## config.mk

```make
export PLATFORM = sky130hd
export DESIGN_NAME = byte_unstuff_deframer_core
export DESIGN_NICKNAME = d
export VERILOG_FILES = /design/src/rtl/core/bud_pkg.sv /design/src/rtl/core/byte_unstuff_deframer_core.sv /design/src/rtl/core/bud_ram.sv /design/src/rtl/core/bud_rx.sv /design/src/rtl/core/bud_tx.sv
export VERILOG_INCLUDE_DIRS = /design/src /design/src/rtl/core
export SDC_FILE = /design/constraint.sdc
export NUM_CORES = 1
export LEC_CHECK = 0
export CAP_MARGIN = 10
export CELL_PAD_IN_SITES_DETAIL_PLACEMENT = 1
export CELL_PAD_IN_SITES_GLOBAL_PLACEMENT = 2
export CORE_MARGIN = 3
export CORE_UTILIZATION = 45
export DETAILED_ROUTE_END_ITERATION = 6
export DONT_BUFFER_PORTS = 1
export HOLD_SLACK_MARGIN = 0.12
export PLACE_DENSITY = 0.74
export SETUP_SLACK_MARGIN = 0.2
export SLEW_MARGIN = 20
export SYNTH_ARGS = -nofsm -noshare
export SYNTH_HDL_FRONTEND = slang
export SYNTH_SLANG_ARGS = --single-unit
```

## constraint.sdc

```tcl
create_clock -name clock -period 3.2 [get_ports clock]
set_input_delay 0.8 -clock clock [delete_from_list [all_inputs] [get_ports clock]]
set_output_delay 0.8 -clock clock [all_outputs]
set_load 0.03 [all_outputs]
```

## src/rtl/core/byte_unstuff_deframer_core_defines.svh

```systemverilog
// assertion macros used by bud_tx
`ifndef BYTE_UNSTUFF_DEFRAMER_CORE_DEFINES_SVH
`define BYTE_UNSTUFF_DEFRAMER_CORE_DEFINES_SVH

`ifndef SYNTHESIS
`define BUD_ASSERT_HOLD(label, clk, rst, prop) \
   label: assert property (@(posedge clk) disable iff (rst) prop) \
      else $error("assertion failed");
`define BUD_ASSERT_NEXT(label, clk, rst, ante, cons) \
   label: assert property (@(posedge clk) disable iff (rst) (ante) |=> (cons)) \
      else $error("assertion failed");
`else
`define BUD_ASSERT_HOLD(label, clk, rst, prop)
`define BUD_ASSERT_NEXT(label, clk, rst, ante, cons)
`endif

`endif

```

## src/rtl/core/bud_pkg.sv

```systemverilog
package bud_pkg;

   localparam int STORE_DEPTH = 64;
   localparam int ADDR_W = 6;
   localparam int LEN_W = 7;
   localparam int BYTE_W = 8;

   localparam logic [BYTE_W-1:0] ESC_BYTE = 8'h7D;
   localparam logic [BYTE_W-1:0] FLAG_BYTE = 8'h7E;
   localparam logic [BYTE_W-1:0] ESC_XOR = 8'h20;

   typedef struct packed {
      logic              en;
      logic [ADDR_W-1:0] addr;
      logic [BYTE_W-1:0] data;
   } wr_type;

   typedef struct packed {
      logic             start;
      logic [LEN_W-1:0] len;
   } drain_type;

endpackage

```

## src/rtl/core/byte_unstuff_deframer_core.sv

```systemverilog
// Byte-unstuffing frame receiver. One received byte is taken per cycle while
// no frame is being read out: 0x7D escapes the next byte (XOR 0x20), 0x7E
// closes the frame, anything else is stored in a 64-entry frame RAM up to
// FRAME_MAX bytes (extra bytes are dropped). A flag with a non-empty buffer
// starts readout; req_ready then stays low until the last RAM read of the
// frame has been issued. Readout is paced by the RAM's registered read feeding
// the output register: a new RAM read is issued only when no earlier read is
// still pending and the output register is empty or rsp_ready is high. Every
// beat carries the frame length, and the final beat has frame_last set.
module byte_unstuff_deframer_core #(
   parameter int FRAME_MAX = 64
) (
   input  logic                       clock,
   input  logic                       reset,
   input  logic                       req_valid,
   output logic                       req_ready,
   input  logic [bud_pkg::BYTE_W-1:0] req_rx_byte,
   output logic                       rsp_valid,
   input  logic                       rsp_ready,
   output logic [bud_pkg::BYTE_W-1:0] rsp_frame_byte,
   output logic                       rsp_frame_last,
   output logic [bud_pkg::LEN_W-1:0]  rsp_frame_length
);

   bud_pkg::wr_type            wr;
   bud_pkg::drain_type         drain;
   logic                       busy;
   logic                       rd_en;
   logic [bud_pkg::ADDR_W-1:0] rd_addr;
   logic [bud_pkg::BYTE_W-1:0] rd_data;

   assign req_ready = !busy;

   bud_rx #(
      .FRAME_MAX(FRAME_MAX)
   ) u_rx (
      .clock  (clock),
      .reset  (reset),
      .beat   (req_valid && req_ready),
      .rx_byte(req_rx_byte),
      .wr     (wr),
      .drain  (drain)
   );

   bud_ram #(
      .WIDTH(bud_pkg::BYTE_W),
      .DEPTH(bud_pkg::STORE_DEPTH)
   ) u_store (
      .clock  (clock),
      .wr_en  (wr.en),
      .wr_addr(wr.addr),
      .wr_data(wr.data),
      .rd_en  (rd_en),
      .rd_addr(rd_addr),
      .rd_data(rd_data)
   );

   bud_tx u_tx (
      .clock           (clock),
      .reset           (reset),
      .drain           (drain),
      .busy            (busy),
      .rd_en           (rd_en),
      .rd_addr         (rd_addr),
      .rd_data         (rd_data),
      .rsp_valid       (rsp_valid),
      .rsp_ready       (rsp_ready),
      .rsp_frame_byte  (rsp_frame_byte),
      .rsp_frame_last  (rsp_frame_last),
      .rsp_frame_length(rsp_frame_length)
   );

endmodule

```

## src/rtl/core/bud_ram.sv

```systemverilog
module bud_ram #(
   parameter int WIDTH = 8,
   parameter int DEPTH = 64
) (
   input  logic                     clock,
   input  logic                     wr_en,
   input  logic [$clog2(DEPTH)-1:0] wr_addr,
   input  logic [WIDTH-1:0]         wr_data,
   input  logic                     rd_en,
   input  logic [$clog2(DEPTH)-1:0] rd_addr,
   output logic [WIDTH-1:0]         rd_data
);

   logic [WIDTH-1:0] mem_ff [DEPTH];
   logic [WIDTH-1:0] rd_data_ff;

   always_ff @(posedge clock) begin
      if (wr_en) begin
         mem_ff[wr_addr] <= wr_data;
      end
      if (rd_en) begin
         rd_data_ff <= mem_ff[rd_addr];
      end
   end

   assign rd_data = rd_data_ff;

endmodule

```

## src/rtl/core/bud_rx.sv

```systemverilog
module bud_rx #(
   parameter int FRAME_MAX = 64
) (
   input  logic                       clock,
   input  logic                       reset,
   input  logic                       beat,
   input  logic [bud_pkg::BYTE_W-1:0] rx_byte,
   output bud_pkg::wr_type            wr,
   output bud_pkg::drain_type         drain
);

   localparam logic [bud_pkg::LEN_W-1:0] LIMIT = bud_pkg::LEN_W'(FRAME_MAX);

   logic                      esc_ff, esc_in;
   logic [bud_pkg::LEN_W-1:0] fill_ff, fill_in;
   logic                      is_esc, is_flag;

   assign is_esc = (rx_byte == bud_pkg::ESC_BYTE) && !esc_ff;
   assign is_flag = (rx_byte == bud_pkg::FLAG_BYTE) && !esc_ff;

   always_comb begin
      esc_in = esc_ff;
      fill_in = fill_ff;
      wr.en = 1'b0;
      wr.addr = fill_ff[bud_pkg::ADDR_W-1:0];
      wr.data = esc_ff ? (rx_byte ^ bud_pkg::ESC_XOR) : rx_byte;
      drain.start = 1'b0;
      drain.len = fill_ff;
      if (beat) begin
         if (is_esc) begin
            esc_in = 1'b1;
         end else if (is_flag) begin
            fill_in = '0;
            drain.start = (fill_ff != '0);
         end else begin
            esc_in = 1'b0;
            if (fill_ff < LIMIT) begin
               wr.en = 1'b1;
               fill_in = fill_ff + bud_pkg::LEN_W'(1);
            end
         end
      end
   end

   always_ff @(posedge clock) begin
      if (reset) begin
         esc_ff <= 1'b0;
         fill_ff <= '0;
      end else begin
         esc_ff <= esc_in;
         fill_ff <= fill_in;
      end
   end

endmodule

```

## src/rtl/core/bud_tx.sv

```systemverilog
`include "byte_unstuff_deframer_core_defines.svh"

module bud_tx (
   input  logic                       clock,
   input  logic                       reset,
   input  bud_pkg::drain_type         drain,
   output logic                       busy,
   output logic                       rd_en,
   output logic [bud_pkg::ADDR_W-1:0] rd_addr,
   input  logic [bud_pkg::BYTE_W-1:0] rd_data,
   output logic                       rsp_valid,
   input  logic                       rsp_ready,
   output logic [bud_pkg::BYTE_W-1:0] rsp_frame_byte,
   output logic                       rsp_frame_last,
   output logic [bud_pkg::LEN_W-1:0]  rsp_frame_length
);

   logic                       drain_ff, drain_in;
   logic [bud_pkg::LEN_W-1:0]  idx_ff, idx_in;
   logic [bud_pkg::LEN_W-1:0]  len_ff, len_in;
   logic                       pend_ff, pend_last_ff;
   logic                       out_valid_ff, out_valid_in;
   logic [bud_pkg::BYTE_W-1:0] out_byte_ff;
   logic                       out_last_ff;
   logic [bud_pkg::LEN_W-1:0]  out_len_ff;
   logic                       issue, last_rd;

   assign issue = drain_ff && !pend_ff && (!out_valid_ff || rsp_ready);
   assign last_rd = (idx_ff + bud_pkg::LEN_W'(1)) == len_ff;

   always_comb begin
      drain_in = drain_ff;
      idx_in = idx_ff;
      len_in = len_ff;
      if (drain.start) begin
         drain_in = 1'b1;
         idx_in = '0;
         len_in = drain.len;
      end else if (issue) begin
         idx_in = idx_ff + bud_pkg::LEN_W'(1);
         if (last_rd) begin
            drain_in = 1'b0;
         end
      end
   end

   always_comb begin
      out_valid_in = out_valid_ff;
      if (pend_ff) begin
         out_valid_in = 1'b1;
      end else if (rsp_ready) begin
         out_valid_in = 1'b0;
      end
   end

   always_ff @(posedge clock) begin
      if (reset) begin
         drain_ff <= 1'b0;
         idx_ff <= '0;
         len_ff <= '0;
         pend_ff <= 1'b0;
         pend_last_ff <= 1'b0;
         out_valid_ff <= 1'b0;
      end else begin
         drain_ff <= drain_in;
         idx_ff <= idx_in;
         len_ff <= len_in;
         pend_ff <= issue;
         pend_last_ff <= issue && last_rd;
         out_valid_ff <= out_valid_in;
      end
   end

   // payload of the output beat
   always_ff @(posedge clock) begin
      if (pend_ff) begin
         out_byte_ff <= rd_data;
         out_last_ff <= pend_last_ff;
         out_len_ff <= len_ff;
      end
   end

   assign busy = drain_ff;
   assign rd_en = issue;
   assign rd_addr = idx_ff[bud_pkg::ADDR_W-1:0];
   assign rsp_valid = out_valid_ff;
   assign rsp_frame_byte = out_byte_ff;
   assign rsp_frame_last = out_last_ff;
   assign rsp_frame_length = out_len_ff;

   `BUD_ASSERT_NEXT(a_issue_frees_out, clock, reset, issue, !out_valid_ff)
   `BUD_ASSERT_HOLD(a_idx_in_frame, clock, reset, drain_ff |-> (idx_ff < len_ff))
   `BUD_ASSERT_HOLD(a_start_when_idle, clock, reset, drain.start |-> !drain_ff)

endmodule
```

# After elaboration in Yosys (flattened, before gate mapping)

Memory sizes are Yosys's and may differ from the RTL's. A register that Yosys moved wholly into a read port is not among the register bits.
Cells that the tools add are included.

RAM bits: 512
Input bits: 12
Memories kept: 1
Bits in registers: 42

Add/subtract/negate cells: 2
Magnitude comparators: 1
Reduce and logical (&&, ||, !) cells: 20
Eq/ne operators: 4
Muxes and demuxes: 19
Bitwise logic cells: 2

Memory list:

| name           | depth | width | read ports | clocked after memory_dff | write ports | RTL line      | RTL |
|---|---|---|---|---|---|---|---|
| u_store.mem_ff | 64    | 8     | 1          | 1                        | 1           | bud_ram.sv:14 | `logic [WIDTH-1:0] mem_ff [DEPTH];` |

Operators by type and width:

| kind                  | count |
|---|---|
| $eq A8 B7 Y1 const B  | 2 |
| $mux W1               | 16 |
| $add A7 B1 Y7 const B | 2 |
| $mux W7               | 2 |
| $reduce_bool A2 Y1    | 4 |
| $eq A7 B7 Y1          | 1 |
| $lt A7 B7 Y1 const B  | 1 |
| $reduce_bool A7 Y1    | 1 |
| $logic_and A1 B1 Y1   | 6 |
| $mux W6               | 1 |
| $logic_not A1 Y1      | 4 |
| $reduce_and A2 Y1     | 2 |
| $reduce_and A3 Y1     | 1 |
| $ne A2 B1 Y1 const B  | 1 |
| $not A1 Y1            | 2 |
| $reduce_or A2 Y1      | 1 |
| $logic_or A1 B1 Y1    | 1 |

# Depth between registers and ports, before layout

Gate-level depths: netlist of the first run.

Word-level depth: 7
Mapped depth: 9
Depth with buffers taken out: 6

# Hierarchy

Synthesis of the first run repeated with hierarchy kept, for this count alone.

Cells, all modules: 1130
Area, all modules: 22380.2 µm²

Modules (own cells, without submodules):

| module                     | sequential area each (µm²) | area an instance (µm²) | cells an instance | times used |
|---|---|---|---|---|
| bud_ram                    | 15615.0                    | 20246.9                | 940               | 1 |
| bud_tx                     | 840.8                      | 1452.6                 | 117               | 1 |
| bud_rx                     | 160.2                      | 670.6                  | 71                | 1 |
| byte_unstuff_deframer_core | 0.0                        | 10.0                   | 2                 | 1 |

# Worst setup path after synthesis of the first run

No wires, ideal clock.

Path kind: input -> register
From: in req_rx_byte[5] (netlist name)
To: mem u_store.mem_ff[0][5] (data pin)
Setup time: 535 ps
Cell stages on the path: 1
Path slack: 168 ps
Arrival: 2496 ps
Cell sequence: xor2_1

Word-level cells in the longest chain between the ends: 2

RTL lines:

| what                        | RTL line                         | RTL |
|---|---|---|
| from (decl)                 | byte_unstuff_deframer_core.sv:17 | `input logic [bud_pkg::BYTE_W-1:0] req_rx_byte,` |
| $not A1 Y1 (no source line) | n/a                              |  |
| $mux W6 *                   | bud_rx.sv:26                     | `wr.data = esc_ff ? (rx_byte ^ bud_pkg::ESC_XOR) : rx_byte;` |
| to (decl)                   | bud_ram.sv:14                    |  |

Every way passes the cells marked *; elsewhere a longest branch is shown, timed or not.

==> results of run 1 <==
metrics by stage:
stage / utilization (%) / setup slack [ns] / cell area [um^2]
floorplan: - / 0.651 / 22100
global placement: 48.5 / 0.259 / 23300
detailed placement: 48.5 / 0.162 / 23300
CTS: 52.5 / 0.421 / 25200
global route: 52.5 / 0.311 / 25200
finish: 52.5 / 0.427 / 25200
registers in the layout, indices dropped and copies added, names as in the netlist, 7 cells and up:
name and flops:
u_tx.rsp_frame_byte 8, u_tx.len_ff 7, u_store.mem_ff 512, u_tx.idx_ff 7, u_tx.rsp_frame_length 7, u_rx.fill_ff 7, u_store.rd_data 8
kinds of logic after synthesis:
family	after synthesis
xor gates and xnor gates	21
buffers and inverters	68
adders and majority gates	3
muxes	158
AOI/OAI and AO/OA	92
and+or+nand+nor	225
DFF	562
metal layers:
metal / up-vias / GRT usage [%]
li1: 4809 / -
met1: 5857 / 32.6
met2: 363 / 33.6
met3: 75 / 5.03
met4: 0 / 5.71
met5: - / 0
worst max-delay path by stage:
stage | depth (start not counted) | startpoint | to
after floorplan | 6 | req_valid | u_store.mem_ff[10][0]$_DFFE_PP_
after global placement | 6 | req_valid | u_store.mem_ff[1][7]$_DFFE_PP_
after detailed placement | 6 | req_valid | u_store.mem_ff[28][7]$_DFFE_PP_
after CTS | 6 | u_tx.idx_ff[0]$_SDFFE_PP0P_ | u_store.rd_data[7]$_DFFE_PP_
after global routing | 7 | u_tx.idx_ff[0]$_SDFFE_PP0P_ | u_store.rd_data[2]$_DFFE_PP_
final | 5 | u_tx.idx_ff[1]$_SDFFE_PP0P_ | u_store.rd_data[4]$_DFFE_PP_
where the power goes:
part           leakage [nW]  switching [mW]  internal, mW
clock network         0.950            2.72          4.09
registers              5.04         0.00982          8.06
logic                  1.77           0.102        0.0445
synthesized netlist by cell type (12+ instances only):
cell	count
a21oi_1	17
a22oi_1	24
buf_2	21
clkbuf_1	13
dfxtp_1	26
edfxtp_1	536
mux2i_1	44
mux4_2	113
nand2_1	28
nand3_1	17
nor2_1	97
nor3_1	12
xnor2_1	14
layout make-up:
cell class / count / area [um^2] / area share (%)
Sequential cell: 562 / 16600 / 65.9
Multi-Input combinational cell: 499 / 5060 / 20.1
Clock buffer: 75 / 1610 / 6.37
Timing Repair Buffer: 92 / 816 / 3.23
Tap cell: 615 / 769 / 3.05
Clock inverter: 32 / 330 / 1.31
Inverter: 8 / 30.0 / 0.119
cells in the final DEF (no fill, tap or decap), types with 5 or more instances in the layout:
cell type  instances
edfxtp_1         536
mux4_2           113
nor2_1            97
buf_4             82
clkbuf_16         61
mux2i_1           44
nand2_1           28
a22oi_1           24
dfxtp_1           21
nand3_1           17
a21oi_1           17
xnor2_1           14
clkinv_1          12
nor3_1            12
clkinv_2          11
clkbuf_1          11
buf_12            10
nor2b_1            9
nand3b_1           9
nand4_1            8
inv_1              7
or3_1              7
bufinv_16          7
o22ai_1            6
and2_1             6
a31oi_1            6
a211oi_1           6
nor4_1             6
xor2_1             6
a221o_1            5
==> impl_metrics.csv, run 1 <==
group,metric,value,unit
worst_hold_path,hp-start,"reset",
sta,setup_tns,0,ns
floorplanning,die_h,227,um
detailed_routing,wl_met3,3800,um
sta,fin_crit,2.77,ns
worst_setup_path,worstReg2RegEnd,"u_store.rd_data[4]$_DFFE_PP_",
detailed_routing,wl_per_cell,29.4,um
detailed_routing,met1_length,24900,um
sta,max_freq,0.361,GHz
yosys,synth_mux_area_share,13.7,%
pwr,leakagePower,7.76,nW
worst_setup_path,path_cells,"mux4_2 > nor3_1 > a2111oi_0 > and3_1 > a221o_1",
sta,worst_pin_slew,0.837,ns
detailed_routing,vias,11100,
grt,antenna_found_initial,0,
detailed_routing,drt-vias-per-instance,5.90,
sta,drv_slew,0,
yosys,synth_area_leader_cell,"edfxtp_1",
yosys,ys_types,63,
worst_hold_path,min_to,"u_tx.len_ff[6]$_SDFFE_PP0P_",
detailed_routing,route.detailed.drc,0,
outcome,status,"finished clean",
clocking,numCtsBuffers,58,
clocking,cts_num_sinks,562,
worst_setup_path,rr_worst_depth,5,
worst_hold_path,hold-path-cell-count,1,
worst_setup_path,critPathKind,"reg -> reg",
sta,period_share,86.6,%
grt,grt_pass1_vias,11700,
layout,area_growth,14.5,%
worst_setup_path,path_buf_inv,0,
floorplanning,die_w,227,um
yosys,syn-num-nets,1144,
place,dp_hpwl,34600,um
yosys,synth.cell_area,0.0220,mm^2
detailed_routing,maxUsedRoutingLayer,"met4",
clocking,cts_max_level,2,
floorplanning,die-area,0.0517,mm^2
clocking,cts_root_buffer,"clkbuf_16",
grt,grt_usage,22.0,%
yosys,syn_inst,1129,
yosys,synthFlopType,"edfxtp_1",
floorplanning,ioPinCount,30,
worst_hold_path,holdCritPathClass,"in -> reg",
detailed_routing,dr.pass1.iters,7,
grt,grt_max_degree,69,
layout,instances_no_fill,1883,
detailed_routing,wl,55300,um
sta,rsz0062_at_grt,"no",
yosys,yosys.area.top_type_share,73.0,%
yosys,synth_edf_count,536,
yosys,ys_seq_area_share,75.4,%
yosys,synth_xor_area_share,0.834,%
sta,whs,0.261,ns
clocking,path_clk_slew,0.06,ns
detailed_routing,drtIter0Drc,1020,
yosys,async_flop_share,0,%
pwr,power_density,595,mW/mm^2
pwr,irDropWorstVdd,0.450,mV
worst_setup_path,r2r-start,"u_tx.idx_ff[1]$_SDFFE_PP0P_",
clocking,cts_resized,0,
grt,grt_pass1_wl,81600,um
worst_setup_path,max_stage_delay,0.74,ns
place,dp.cells,1776,
sta,finalSetupViolCount,0,
worst_setup_path,worstSetupEndpointType,"register",
sta,hold_viol,0,
pwr,power,15.0,mW
yosys,yosys_warnings,0,
yosys,synth_area_per_cell,19.5,um^2
grt,grt-ovfl-total,0,
detailed_routing,ant_nets,0,
sta,skew,0.0139,ns
yosys,synth_top_family_by_area,"multiplexers",
yosys,synth_compound_area_share,3.10,%
layout,nNetsFinal,1236,
place,place_congestion,0.798,
layout,diodes,0,
worst_setup_path,arrival,3.12,ns
place,io_buffers,0,
worst_setup_path,cp_slowest_cell,"dfxtp_4",
run,cap_violations,0,
floorplanning,initial_core_util,45.9,%
worst_setup_path,cp.required,3.55,ns
clocking,postCtsSetupBuffers,0,
worst_setup_path,cp_top_family,"simple AND/OR/NAND/NOR gates",
floorplanning,coreArea,0.0480,mm^2
worst_setup_path,crit_path_start_kind,"register",
clocking,clockBufferDepth,3,
yosys,yosys.area_share.simple,5.11,%
sta,slew_headroom,44.2,%
yosys,synth-seq-cells,562,
worst_setup_path,reg2reg_slack,0.43,ns
yosys,synthTopCellsByArea,"edfxtp_1 73%, mux4_2 12%, dfxtp_1 2.4%",
layout,nFillCells,4296,
layout,drive_gt1_share,24.4,%
clocking,clock_latency,0.61,ns
detailed_routing,wl_met2,25400,um
clocking,hold_buffers,0,
yosys,synth_fa_ha_area_share,0.170,%
worst_setup_path,crit_path_max_fanout,32,
floorplanning,fp-row-count,80,
clocking,cts_tree,"yes",
Power figures use the tool's default switching activity.
==> inputs of run 2 (changes only) <==
--- a/config.mk
+++ b/config.mk
@@ -6,11 +6,13 @@
 export SDC_FILE = /design/constraint.sdc
 export NUM_CORES = 1
 export LEC_CHECK = 0
+export ABC_AREA = 1
 export CAP_MARGIN = 10
 export CELL_PAD_IN_SITES_DETAIL_PLACEMENT = 1
 export CELL_PAD_IN_SITES_GLOBAL_PLACEMENT = 2
+export CORE_ASPECT_RATIO = 1.75
 export CORE_MARGIN = 3
-export CORE_UTILIZATION = 45
+export CORE_UTILIZATION = 39
 export DETAILED_ROUTE_END_ITERATION = 6
 export DONT_BUFFER_PORTS = 1
 export HOLD_SLACK_MARGIN = 0.12
==> run 2 against run 1 <==
Effect of this change: routed wire length is 27% higher; count of clock-buffer cells in the layout shrank 19; hold slack got worse by 0.0016 ns; global-route usage is 0.53 points higher; cell area is 2.1% higher; flip-flop and latch count did not move; maximum frequency grew 2.1%; largest power group unchanged.
==> impl_metrics.csv, run 2 <==
group,metric,value,unit
worst_setup_path,worstSetupEndpointType,"register",
yosys,synth_edf_count,536,
detailed_routing,wl,70300,um
pwr,combPwrFrac,1.3,%
floorplanning,coreArea,0.0584,mm^2
grt,antenna_found_initial,1,
sta,rsz0062_at_grt,"no",
sta,worst_pin_slew,0.877,ns
worst_setup_path,crit_path_start_kind,"register",
place,dp.cells,2752,
clocking,numCtsBuffers,51,
layout,instances_no_fill,2842,
worst_setup_path,cp.required,3.42,ns
place,dp_hpwl,44200,um
clocking,hold_buffers,0,
place,place_area,0.0241,mm^2
sta,max_freq,0.368,GHz
place,pre_cts_slack,0.277,ns
place,place_congestion,0.812,
sta,period_share,84.9,%
floorplanning,fp-row-count,117,
grt,grtUsageMet1,24.8,%
clocking,clock_latency,0.61,ns
grt,grt_usage,22.6,%
detailed_routing,drt-vias-per-instance,5.34,
detailed_routing,dr.pass1.iters,5,
yosys,synth.cell_area,0.0231,mm^2
detailed_routing,ant_nets,0,
clocking,postCtsSetupBuffers,0,
yosys,ys_types,29,
pwr,leakagePower,9.03,nW
layout,area_growth,11.7,%
detailed_routing,route.detailed.drc,0,
sta,fin_crit,2.72,ns
yosys,synthTopCellsByCount,"706 x nand2_1, 536 x edfxtp_1, 461 x nand3_1",
run,cap_violations,0,
pwr,p_int,11.7,mW
layout,layout_common_cells,"706 x nand2_1, 536 x edfxtp_1, 461 x nand3_1",
yosys,synth_area_leader_cell,"edfxtp_1",
worst_setup_path,critPathKind,"reg -> reg",
grt,grt_pass1_wl,103000,um
grt,top_usage_layer,"met2",
sta,drv_slew,0,
yosys,syn_inst,2035,
pwr,irDropWorstVdd,0.432,mV
floorplanning,die_h,328,um
pwr,power.switching,2.82,mW
clocking,cts_resized,0,
sta,hold_viol,0,
grt,grt_max_degree,134,
worst_setup_path,crit_path_max_fanout,12,
yosys,synthFlopType,"edfxtp_1",
layout,drive_gt1_share,7.73,%
yosys,synthTopCellsByArea,"edfxtp_1 70%, nand2_1 11%, nand3_1 10%",
detailed_routing,wl_per_cell,24.7,um
sta,skew,0.0266,ns
layout,top_register,"u_store.mem_ff",
sta,whs,0.259,ns
sta,finalWorstSetupSlack,0.484,ns
grt,grt_pass1_vias,16200,
yosys,synth_area_per_cell,11.3,um^2
place,io_buffers,0,
layout,nNetsFinal,2047,
yosys,yosys.area.top_type_share,69.8,%
worst_setup_path,arrival,2.94,ns
grt,met3_usage,2.18,%
clocking,clockBufferDepth,3,
clocking,cts_max_level,2,
floorplanning,die_w,190,um
pwr,power,14.5,mW
yosys,ys_seq_area_share,72.0,%
outcome,status,"finished clean",
floorplanning,initial_core_util,39.5,%
sta,finalSetupViolCount,0,
yosys,yosysMostFrequentCell,"nand2_1",
layout,diodes,0,
sta,slew_headroom,41.5,%
worst_setup_path,rr_worst_depth,8,
floorplanning,ioPinCount,30,
yosys,yosys_warnings,0,
sta,setup_tns,0,ns
grt,met2_usage,43.6,%
layout,fin_util,44.1,%
yosys,async_flop_share,0,%
layout,layout_commonest_cell,"nand2_1",
pwr,switching_share,19.5,%
yosys,syn-num-nets,2050,
pwr,p_seq_share,55.7,%
pwr,power_density,563,mW/mm^2
clocking,cts_tree,"yes",
clocking,cts_root_buffer,"clkbuf_16",
yosys,synth-seq-cells,562,
detailed_routing,drtIter0Drc,954,
floorplanning,die-area,0.0622,mm^2
pwr,clock_power_share,43.0,%
detailed_routing,vias,15200,
worst_hold_path,holdCritPathClass,"in -> reg",
clocking,path_clk_slew,0.07,ns
worst_setup_path,reg2reg_slack,0.48,ns
worst_hold_path,hold-path-cell-count,1,
clocking,cts_num_sinks,562,
layout,fin_area,0.0258,mm^2
grt,grt-ovfl-total,0,
layout,largest_reg_flops,512,
[run 2: cell types whose count changed after synthesis, sizes merged, moves of 15 or more]
| cell | delta |
|---|---|
| nand2 | +678 |
| nand3 | +446 |
| mux4 | -114 |
| buf | +59 |
| mux2i | -44 |
| inv | +29 |
| a22oi | -24 |
| nor2 | -15 |
[run 2: worst max-delay path: stages (launching register included)]
cell     delay, ns
dfxtp_1       0.32
inv_1         0.23
nand2_1       0.15
inv_1         0.13
nand2_1       0.08
nor2_1        0.25
buf_12        0.21
nand4_2       0.28
nor2_1        0.67
[run 2: path summary, 6_finish.rpt]
check,start,to
worst min register to register,u_tx.pend_last_ff$_SDFF_PP0_,u_tx.rsp_frame_last$_DFFE_PP_
worst max register to register,u_tx.busy$_SDFFE_PP0P_,u_store.mem_ff[53][5]$_DFFE_PP_
worst min-delay path,reset,u_tx.len_ff[1]$_SDFFE_PP0P_
worst max-delay path,u_tx.busy$_SDFFE_PP0P_,u_store.mem_ff[53][5]$_DFFE_PP_
[run 2: cells by family (layout without fill, tap and decap cells)]
logic type	after synthesis	count (layout)	synth area share, %
AOI/OAI and AO/OA	38	38	0.863
xor gates and xnor gates	2	2	0.0760
adders and majority gates	3	3	0.163
buffers and inverters	161	195	3.31
DFF	562	562	72.0
and+or+nand+nor	1269	1269	23.5
[run 2: area by class of cell]
type | count | area [um^2]
clock inverter | 34 | 352
clock buffer | 56 | 1340
timing repair buffer | 67 | 628
fill | 6156 | 32600
multi-input combinational | 1312 | 5700
inverter | 38 | 150
sequential | 562 | 16600
tap | 773 | 967
[run 2: routing by layer]
layer / vias to the layer above / routed length [um]
li1: 7077 / -
met1: 7637 / 25800
met5: - / 0
met2: 324 / 39100
met4: 0 / 3190
met3: 151 / 2270
[run 2: power groups by stage]
| stage | Combinational, mW | Clock (mW) | Sequential, mW |
|---|---|---|---|
| 2_1_floorplan | 0.0859 | 0 | 8.24 |
| 3_3_place_gp | 0.191 | 0 | 8.24 |
| 3_5_place_dp | 0.192 | 0 | 8.24 |
| 4_1_cts | 0.193 | 6.37 | 8.08 |
| 5_1_grt | 0.203 | 6.65 | 8.08 |
| 6_report | 0.189 | 6.23 | 8.08 |
